## src/rtl/utf8_stream_validator_core_assert.svh

```systemverilog
// assertion macros for the utf8 stream validator
`ifndef UTF8_STREAM_VALIDATOR_CORE_ASSERT_SVH
`define UTF8_STREAM_VALIDATOR_CORE_ASSERT_SVH

// condition must hold whenever out of reset
`define UTF8SV_ASSERT_ALWAYS(lbl, cond) \
  lbl: assert property (@(posedge clk) disable iff (!rst_n) (cond)) \
    else $error("utf8sv invariant violated");

// consequent must hold in the cycle after the antecedent
`define UTF8SV_ASSERT_NEXT(lbl, ante, cons) \
  lbl: assert property (@(posedge clk) disable iff (!rst_n) (ante) |=> (cons)) \
    else $error("utf8sv sequence check failed");

`endif

```

## src/rtl/utf8sv_pkg.sv

```systemverilog
`default_nettype none

package utf8sv_pkg;

  // allowed range of the first continuation byte
  typedef enum logic [2:0] {
    CLS_FULL = 3'd0,
    CLS_A0BF = 3'd1,
    CLS_809F = 3'd2,
    CLS_90BF = 3'd3,
    CLS_808F = 3'd4
  } cls_t;

  typedef struct packed {
    logic [1:0] bytes_pending;
    cls_t       second_byte_class;
    logic       at_second_byte;
    logic       seen_error;
    logic       seen_non_ascii;
    logic       stopped_at_zero;
  } state_t;

  localparam logic [7:0] BYTE_NUL   = 8'h00;
  localparam logic [7:0] BYTE_TAB   = 8'h09;
  localparam logic [7:0] BYTE_LF    = 8'h0A;
  localparam logic [7:0] BYTE_CR    = 8'h0D;
  localparam logic [7:0] PRINT_LO   = 8'h20;
  localparam logic [7:0] PRINT_HI   = 8'h7E;
  localparam logic [7:0] CONT_LO    = 8'h80;
  localparam logic [7:0] CONT_8F    = 8'h8F;
  localparam logic [7:0] CONT_90    = 8'h90;
  localparam logic [7:0] CONT_9F    = 8'h9F;
  localparam logic [7:0] CONT_A0    = 8'hA0;
  localparam logic [7:0] CONT_HI    = 8'hBF;
  localparam logic [7:0] LEAD2_LO   = 8'hC2;
  localparam logic [7:0] LEAD2_HI   = 8'hDF;
  localparam logic [7:0] LEAD3_E0   = 8'hE0;
  localparam logic [7:0] LEAD3_LO   = 8'hE1;
  localparam logic [7:0] LEAD3_ED   = 8'hED;
  localparam logic [7:0] LEAD3_HI   = 8'hEF;
  localparam logic [7:0] LEAD4_F0   = 8'hF0;
  localparam logic [7:0] LEAD4_LO   = 8'hF1;
  localparam logic [7:0] LEAD4_HI   = 8'hF3;
  localparam logic [7:0] LEAD4_F4   = 8'hF4;

endpackage

`default_nettype wire

```

## src/rtl/utf8sv_if.sv

```systemverilog
`default_nettype none

interface utf8sv_in_if;
  logic       valid;
  logic       ready;
  logic [7:0] data_byte;
  logic       end_of_message;

  modport source (output valid, output data_byte, output end_of_message, input ready);
  modport sink (input valid, input data_byte, input end_of_message, output ready);
endinterface

interface utf8sv_out_if;
  logic valid;
  logic ready;
  logic well_formed;
  logic pure_ascii;

  modport source (output valid, output well_formed, output pure_ascii, input ready);
  modport sink (input valid, input well_formed, input pure_ascii, output ready);
endinterface

`default_nettype wire

```

## src/rtl/utf8_stream_validator_core.sv

```systemverilog
// a final byte is held in the input register; its result is then registered in the output register
// throughput: one byte per cycle, limited by the per-byte state register update
// the input register stalls only while a final-byte result waits on a full output register
// reset: synchronous active-low rst_n clears the sequence state and all valid flags
`default_nettype none

module utf8_stream_validator_core (
  input wire logic     clk,
  input wire logic     rst_n,
  utf8sv_in_if.sink    in_chan,
  utf8sv_out_if.source out_chan
);

  logic               s1_valid_r;
  logic [7:0]         s1_byte_r;
  logic               s1_last_r;
  utf8sv_pkg::state_t st_r;
  utf8sv_pkg::state_t st_step;
  logic               out_valid_r;
  logic               out_well_formed_r;
  logic               out_pure_ascii_r;
  logic               s1_fire;
  logic               ok_nxt;

  assign s1_fire       = s1_valid_r && (!s1_last_r || !out_valid_r || out_chan.ready);
  assign in_chan.ready = !s1_valid_r || s1_fire;

  utf8sv_byte_step u_step (
    .data_byte (s1_byte_r),
    .st_cur    (st_r),
    .st_nxt    (st_step)
  );

  assign ok_nxt = !st_step.seen_error &&
                  (st_step.stopped_at_zero || st_step.bytes_pending == 2'd0);

  always_ff @(posedge clk) begin
    if (!rst_n) begin
      s1_valid_r  <= 1'b0;
      out_valid_r <= 1'b0;
      st_r        <= '0;
    end else begin
      if (in_chan.ready) begin
        s1_valid_r <= in_chan.valid;
      end
      if (s1_fire) begin
        st_r <= s1_last_r ? utf8sv_pkg::state_t'('0) : st_step;
      end
      if (s1_fire && s1_last_r) begin
        out_valid_r <= 1'b1;
      end else if (out_chan.ready) begin
        out_valid_r <= 1'b0;
      end
    end
  end

  always_ff @(posedge clk) begin
    if (in_chan.valid && in_chan.ready) begin
      s1_byte_r <= in_chan.data_byte;
      s1_last_r <= in_chan.end_of_message;
    end
    if (s1_fire && s1_last_r) begin
      out_well_formed_r <= ok_nxt;
      out_pure_ascii_r  <= ok_nxt && !st_step.seen_non_ascii;
    end
  end

  assign out_chan.valid       = out_valid_r;
  assign out_chan.well_formed = out_well_formed_r;
  assign out_chan.pure_ascii  = out_pure_ascii_r;

`include "utf8_stream_validator_core_assert.svh"

  `UTF8SV_ASSERT_ALWAYS(a_second_needs_pending, !st_r.at_second_byte || st_r.bytes_pending != 2'd0)
  `UTF8SV_ASSERT_ALWAYS(a_ascii_implies_valid, !out_valid_r || !out_pure_ascii_r || out_well_formed_r)
  `UTF8SV_ASSERT_NEXT(a_last_clears_state, s1_fire && s1_last_r, st_r == utf8sv_pkg::state_t'('0))
  `UTF8SV_ASSERT_NEXT(a_last_gives_result, s1_fire && s1_last_r, out_valid_r)

endmodule

`default_nettype wire

```

## src/rtl/utf8sv_byte_step.sv

```systemverilog
`default_nettype none

module utf8sv_byte_step (
  input  wire logic [7:0]        data_byte,
  input  wire utf8sv_pkg::state_t st_cur,
  output utf8sv_pkg::state_t     st_nxt
);

  logic              cont_ok;
  utf8sv_pkg::cls_t  cls_sel;

  assign cls_sel = st_cur.at_second_byte ? st_cur.second_byte_class : utf8sv_pkg::CLS_FULL;

  always_comb begin
    unique case (cls_sel)
      utf8sv_pkg::CLS_A0BF: cont_ok = data_byte >= utf8sv_pkg::CONT_A0 &&
                                      data_byte <= utf8sv_pkg::CONT_HI;
      utf8sv_pkg::CLS_809F: cont_ok = data_byte >= utf8sv_pkg::CONT_LO &&
                                      data_byte <= utf8sv_pkg::CONT_9F;
      utf8sv_pkg::CLS_90BF: cont_ok = data_byte >= utf8sv_pkg::CONT_90 &&
                                      data_byte <= utf8sv_pkg::CONT_HI;
      utf8sv_pkg::CLS_808F: cont_ok = data_byte >= utf8sv_pkg::CONT_LO &&
                                      data_byte <= utf8sv_pkg::CONT_8F;
      default:              cont_ok = data_byte >= utf8sv_pkg::CONT_LO &&
                                      data_byte <= utf8sv_pkg::CONT_HI;
    endcase
  end

  always_comb begin
    st_nxt = st_cur;
    if (!st_cur.seen_error && !st_cur.stopped_at_zero) begin
      if (st_cur.bytes_pending != 2'd0) begin
        st_nxt.seen_non_ascii = 1'b1;
        if (cont_ok) begin
          st_nxt.bytes_pending  = 2'(st_cur.bytes_pending - 2'd1);
          st_nxt.at_second_byte = 1'b0;
        end else begin
          st_nxt.seen_error = 1'b1;
        end
      end else begin
        unique case (data_byte) inside
          utf8sv_pkg::BYTE_NUL: begin
            st_nxt.stopped_at_zero = 1'b1;
          end
          utf8sv_pkg::BYTE_TAB, utf8sv_pkg::BYTE_LF, utf8sv_pkg::BYTE_CR,
          [utf8sv_pkg::PRINT_LO:utf8sv_pkg::PRINT_HI]: begin
          end
          [utf8sv_pkg::LEAD2_LO:utf8sv_pkg::LEAD2_HI]: begin
            st_nxt.seen_non_ascii    = 1'b1;
            st_nxt.bytes_pending     = 2'd1;
            st_nxt.second_byte_class = utf8sv_pkg::CLS_FULL;
            st_nxt.at_second_byte    = 1'b1;
          end
          utf8sv_pkg::LEAD3_E0: begin
            st_nxt.seen_non_ascii    = 1'b1;
            st_nxt.bytes_pending     = 2'd2;
            st_nxt.second_byte_class = utf8sv_pkg::CLS_A0BF;
            st_nxt.at_second_byte    = 1'b1;
          end
          utf8sv_pkg::LEAD3_ED: begin
            st_nxt.seen_non_ascii    = 1'b1;
            st_nxt.bytes_pending     = 2'd2;
            st_nxt.second_byte_class = utf8sv_pkg::CLS_809F;
            st_nxt.at_second_byte    = 1'b1;
          end
          [utf8sv_pkg::LEAD3_LO:8'hEC], [8'hEE:utf8sv_pkg::LEAD3_HI]: begin
            st_nxt.seen_non_ascii    = 1'b1;
            st_nxt.bytes_pending     = 2'd2;
            st_nxt.second_byte_class = utf8sv_pkg::CLS_FULL;
            st_nxt.at_second_byte    = 1'b1;
          end
          utf8sv_pkg::LEAD4_F0: begin
            st_nxt.seen_non_ascii    = 1'b1;
            st_nxt.bytes_pending     = 2'd3;
            st_nxt.second_byte_class = utf8sv_pkg::CLS_90BF;
            st_nxt.at_second_byte    = 1'b1;
          end
          utf8sv_pkg::LEAD4_F4: begin
            st_nxt.seen_non_ascii    = 1'b1;
            st_nxt.bytes_pending     = 2'd3;
            st_nxt.second_byte_class = utf8sv_pkg::CLS_808F;
            st_nxt.at_second_byte    = 1'b1;
          end
          [utf8sv_pkg::LEAD4_LO:utf8sv_pkg::LEAD4_HI]: begin
            st_nxt.seen_non_ascii    = 1'b1;
            st_nxt.bytes_pending     = 2'd3;
            st_nxt.second_byte_class = utf8sv_pkg::CLS_FULL;
            st_nxt.at_second_byte    = 1'b1;
          end
          default: begin
            // other control bytes, 0x7f, stray continuation, bad leads
            st_nxt.seen_non_ascii = 1'b1;
            st_nxt.seen_error     = 1'b1;
          end
        endcase
      end
    end
  end

endmodule

`default_nettype wire

```

## src/flat_wrapper.sv

```systemverilog
// flat-port wrapper written by rule: the top's interface ports become plain ports
module utf8_stream_validator_core_flat 
  (clk, rst_n, in_chan_valid, in_chan_data_byte, in_chan_end_of_message, in_chan_ready, out_chan_valid, out_chan_well_formed, out_chan_pure_ascii, out_chan_ready);
  utf8sv_in_if in_chan_i ();
  utf8sv_out_if out_chan_i ();
  input wire logic clk;
  input wire logic rst_n;
  input wire logic [$bits(in_chan_i.valid)-1:0] in_chan_valid;
  input wire logic [$bits(in_chan_i.data_byte)-1:0] in_chan_data_byte;
  input wire logic [$bits(in_chan_i.end_of_message)-1:0] in_chan_end_of_message;
  output wire logic [$bits(in_chan_i.ready)-1:0] in_chan_ready;
  output wire logic [$bits(out_chan_i.valid)-1:0] out_chan_valid;
  output wire logic [$bits(out_chan_i.well_formed)-1:0] out_chan_well_formed;
  output wire logic [$bits(out_chan_i.pure_ascii)-1:0] out_chan_pure_ascii;
  input wire logic [$bits(out_chan_i.ready)-1:0] out_chan_ready;
  assign in_chan_i.valid = in_chan_valid;
  assign in_chan_i.data_byte = in_chan_data_byte;
  assign in_chan_i.end_of_message = in_chan_end_of_message;
  assign in_chan_ready = in_chan_i.ready;
  assign out_chan_valid = out_chan_i.valid;
  assign out_chan_well_formed = out_chan_i.well_formed;
  assign out_chan_pure_ascii = out_chan_i.pure_ascii;
  assign out_chan_i.ready = out_chan_ready;
  utf8_stream_validator_core u_core (.clk(clk), .rst_n(rst_n), .in_chan(in_chan_i), .out_chan(out_chan_i));
endmodule
```

## config.mk

```make
export PLATFORM = sky130hd
export DESIGN_NAME = utf8_stream_validator_core_flat
export DESIGN_NICKNAME = d
export VERILOG_FILES = /design/src/rtl/utf8sv_pkg.sv /design/src/rtl/utf8sv_if.sv /design/src/rtl/utf8_stream_validator_core.sv /design/src/rtl/utf8sv_byte_step.sv /design/src/flat_wrapper.sv
export VERILOG_INCLUDE_DIRS = /design/src /design/src/rtl
export SDC_FILE = /design/constraint.sdc
export NUM_CORES = 1
export LEC_CHECK = 0
export ABC_AREA = 1
export BUFFER_PORTS_ARGS = -buffer_cell sky130_fd_sc_hd__buf_2
export CAP_MARGIN = 10
export CORE_ASPECT_RATIO = 1.4
export CORE_MARGIN = 2
export CORE_UTILIZATION = 45
export CTS_BUF_LIST = sky130_fd_sc_hd__clkbuf_4
export DETAILED_ROUTE_END_ITERATION = 8
export PLACE_DENSITY = 0.67
export SLEW_MARGIN = 5
export SYNTH_ARGS = -nofsm -noshare
export SYNTH_HDL_FRONTEND = slang
export SYNTH_HIERARCHICAL = 1
export SYNTH_SLANG_ARGS = --single-unit
export TNS_END_PERCENT = 10
```

## constraint.sdc

```tcl
create_clock -name clk -period 1.7 [get_ports clk]
set_input_delay 0.17 -clock clk [delete_from_list [all_inputs] [get_ports clk]]
set_output_delay 0.17 -clock clk [all_outputs]
set_load 0.01 [all_outputs]
```

# Word-level counts from Yosys, hierarchy flattened
# Cells that the tools add are included.
# classes
order_cmp	16
n_addsub	1
muxes	17
n_reduce_logical	39
eq_ne	13
# op_table
cell	count
$ge 8x8->1 const B	7
$le 8x8->1 const B	7
$pmux 6 s7	1
$eq 8x8->1 const B	4
$eq 8x4->1 const B	3
$mux 9	2
$logic_and 1x1->1	16
$reduce_or 13->1	1
$mux 3	3
$reduce_bool 9->1	1
$ge 8x6->1 const B	1
$le 8x7->1 const B	1
$logic_not 8->1	1
$mux 1	8
$reduce_and 4->1	2
$reduce_bool 8->1	1
$logic_not 1->1	7
$eq 3x2->1 const B	2
$reduce_bool 2->1	3
$reduce_or 5->1	1
$logic_or 1x1->1	4
$mux 2	2
$pmux 1 s4	1
$eq 3x1->1 const B	1
other kinds (6)	6
# totals
input_bits	13
ff_bits	22
wordCells	98
output_inout_bits	4

# Longest topological paths before layout
# logic_depth
ltp_word	10
depth_mapped	14
mapped_depth_nobuf	14

# Hierarchy
# Netlist, hierarchy kept.
# modules_own_cells
module	cells_each	seq_area_each_um2	area_per_inst_um2	n_inst
utf8_stream_validator_core	69	550.5	760.7	1
utf8sv_byte_step	99	0.0	488.0	1

# Least setup slack after synthesis
# No wires, ideal clock.
# synth_timing
path_kind	reg2reg
from	reg u_core.s1_byte_r[5]
to	reg u_core.out_pure_ascii_r, in the netlist u_core/out_chan.pure_ascii, data pin
slack_ns	0.102
n_path_buf	0
setup_ns	0.263
synth_period_minus_slack_ns	1.598
arrival_ns	1.334
required_ns	1.437
stages_incl_launch_ff	13
cell_sequence	edfxtp_1 inv_1 nand2_1 nand3_1 nand2_1 nand2_1 nand2_1 nand2_1 nand3_1 a21oi_1 nor2_1 nor2_1 nor3_1
# synth_lines
item	line_no	text
start: declaration	utf8_stream_validator_core.sv:15	logic [7:0] s1_byte_r;
start signal: assignment	utf8_stream_validator_core.sv:59	s1_byte_r <= in_chan.data_byte;
end signal: assignment	utf8_stream_validator_core.sv:64	out_pure_ascii_r <= ok_nxt && !st_step.seen_non_ascii;
end: declaration	utf8_stream_validator_core.sv:21	logic out_pure_ascii_r;

==> out/results.txt <==
syn_area_per_cell -> 7.43 µm²
area leader, netlist -> edfxtp_1
max frequency -> 587 MHz
Arr. time, crit path -> 1770 ps
final WL -> 2570 µm
clock slew at reported path FFs -> 110 ps
Area growth, synth to finish -> 22.9%
H-tree Lvls -> 1
routed len/inst -> 10.9 µm
vias post-DR -> 1183
I/O pin total -> 17
Post-Place Worst Slack -> -57.3 ps
I/O Buffers -> 16
number of maximum-capacitance violations -> 0
Root Driver -> clkbuf_4
reg2reg setup slack -> -4 ps
CTS tree -> done
Max FO, Critical Path -> 5
Fin. Hold Viols -> 0
fin area -> 1540 µm²
Yosys cell types -> 22
total power draw -> 0.00103 W
Slew @ Worst Pin -> 322 ps
vias in the first global route -> 1071
Final WS setup -> -4.48 ps
Critical R2R Capture -> u_core/out_chan.pure_ascii$_DFFE_PP_
synthesis-stage register bit count -> 22
Final setup violation count -> 1
Flop pwr share -> 0.585
vias per inst -> 5.01
min-delay src -> in_chan_end_of_message
HPWL Detailed -> 2000 µm
clk sink count -> 22
Synth Instances -> 168
final period utilization -> 1.00
crit path kind -> flop to flop
crit path launch -> u_core/s1_byte_r[5]$_DFFE_PP_
WHS Endpoint -> u_core/s1_last_r$_DFFE_PP_
CP required -> 1760 ps
Site Rows -> 22
Synth Warn # -> 6
WHS -> 33.6 ps
P_int -> 0.000762 W
Syn Std Cell Area -> 1250 µm²
combinational share of power -> 0.171
crit end category -> flop
total CTS buffers -> 3
ranking of synthesized cells by area -> edfxtp_1, dfxtp_1, nand2_1
leak pwr -> 0.661 nW
fin nets -> 215
core area -> 2640 µm²
switching pwr -> 0.000267 W
relative slew slack -> 0.785
worst skew pair latency -> 300 ps
HP Class -> input port to flop
most frequent cells in the layout -> nand2_1, inv_1, buf_2
All-Layer GR Usage -> 0.170
R2R depth -> 12
clock power share -> 0.244
Detail Route Antenna Nets -> 0
Fill cells -> 277
DRT iter0 DRCs -> 26
startpoint types -> flop
Cell Pwr Density -> 671 nW/µm²
Sw Share -> 0.260
grt ovf -> 0
router iterations before antenna repair -> 4
largest net degree at the start of global routing -> 13
Tmin final -> 1700 ps
layout cells sized above 1 -> 0.295
Starting Density -> 0.473
Slew Limit Fails -> 0
drc violations -> 0
Clock Tree Buf Depth -> 2
worst hold stages -> 1
Die W -> 48.5 µm
syn nets -> 182
commonest non-fill, non-tap cell in the layout -> nand2_1
clock skew -> 5.06 ps
hold buffer count at CTS -> 0
unrepaired setup endpoints after global routing -> yes
placed cell count -> 230
status -> finished with violations
die height -> 66.3 µm
antenna diode count -> 0
first-pass GRT wire length -> 4220 µm
violated checks -> setup timing
RePlAce Congestion -> 0.813
Max VDD drop -> 561 µV
Die ar. -> 3220 µm²
Area after DPL -> 1450 µm²
Non-Filler Instances -> 236
Synth top area share -> 0.265
number of antenna violations at the first check in global routing -> 0
sequential share of the synthesized area -> 0.441
reg2reg start -> u_core/s1_byte_r[5]$_DFFE_PP_
-- flip-flops by register name (all words and copies together) (netlist names) --
signal / count
u_core/out_chan.pure_ascii: 1
u_core/s1_last_r: 1
u_core/s1_valid_r: 1
u_core/out_chan.well_formed: 1
u_core/s1_byte_r: 8
u_core/st_r: 9
u_core/out_chan.valid: 1
-- stage by stage --
stage / setup TNS, ps / utilization
finish: -4.48 / 0.581
global route: -303 / 0.581
CTS: -51.1 / 0.565
detailed placement: -106 / 0.548
global placement: -2.96 / 0.548
floorplan: 0 / -
-- what timing repair did --
item | 4_1_cts | 5_1_grt
endpoints found under the hold margin | 0 | 0
gates cloned | 0 | 0
endpoints found under the setup margin | 2 | 4
resized for setup | 6 | 8
buffers inserted | 0 | 2
pin swaps | 2 | 5
-- power by group through the flow --
stage                     combinational [W]  clock (W)  sequential [W]
after floorplan                   0.0000988          0        0.000613
after global placement             0.000153          0        0.000613
after detailed placement           0.000156          0        0.000614
after CTS                          0.000161   0.000263        0.000603
after global routing               0.000195   0.000283        0.000606
final                              0.000176   0.000252        0.000602
-- layer usage --
| layer | track usage | vias up | routed length, µm | part of all wire |
|---|---|---|---|---|
| li1 | - | 618 | - | - |
| met1 | 0.173 | 533 | 1090 | 0.42 |
| met2 | 0.330 | 28 | 1360 | 0.53 |
| met3 | 0.0204 | 4 | 85 | 0.033 |
| met4 | 0.100 | 0 | 37 | 0.014 |
| met5 | 0 | - | 0 | 0 |
-- how the worst max path moves through the flow --
stage	endpoint	slack, ps	depth (start not counted)
floorplan	u_core/out_chan.pure_ascii$_DFFE_PP_	100	12
global placement	u_core/out_chan.pure_ascii$_DFFE_PP_	-3	7
detailed placement	u_core/out_chan.pure_ascii$_DFFE_PP_	-60	12
CTS	u_core/out_chan.pure_ascii$_DFFE_PP_	-30	12
global route	u_core/out_chan.pure_ascii$_DFFE_PP_	-120	11
finish	u_core/out_chan.pure_ascii$_DFFE_PP_	-4	12
-- cells in the mapped netlist, drive strengths merged --
cell type,instances
edfxtp,11
nand4,4
nor2,18
o21ai,7
nand2,53
ha,1
nor4,1
nand3b,2
nand3,15
clkinv,1
o21bai,2
a21oi,15
inv,25
nor3,2
dfxtp,11
-- critical path: stages (launching register included) --
cell and delay [ps]:
edfxtp_1 490, inv_2 110, nand2_1 60, nand3_1 70
nand2_1 60, nand2_2 90, nand2_2 80, nand2_2 80
nand3_2 60, a21oi_2 140, nor2_1 60, nor2_1 120
nor3_1 60
-- area by class of cell --
class	count	area [µm²]	share of cell area
Clock buffer	4	30.0	0.0196
Inverter	26	97.6	0.0636
Multi-Input combinational cell	120	641	0.417
Sequential cell	22	552	0.359
Tap cell	36	45.0	0.0293
Timing Repair Buffer	28	170	0.111
-- cells by family (layout without fill, tap and decap cells) --
group                      after synthesis  in the layout  share of synthesized area
AOI/OAI and AO/OA                       24             24                      0.100
and+or+nand+nor                         95             95                      0.371
adders and majority gates                1              1                     0.0100
buffers and inverters                   26             58                     0.0782
DFF                                     22             22                      0.441
No activity file was read; power rests on OpenSTA's default activity.
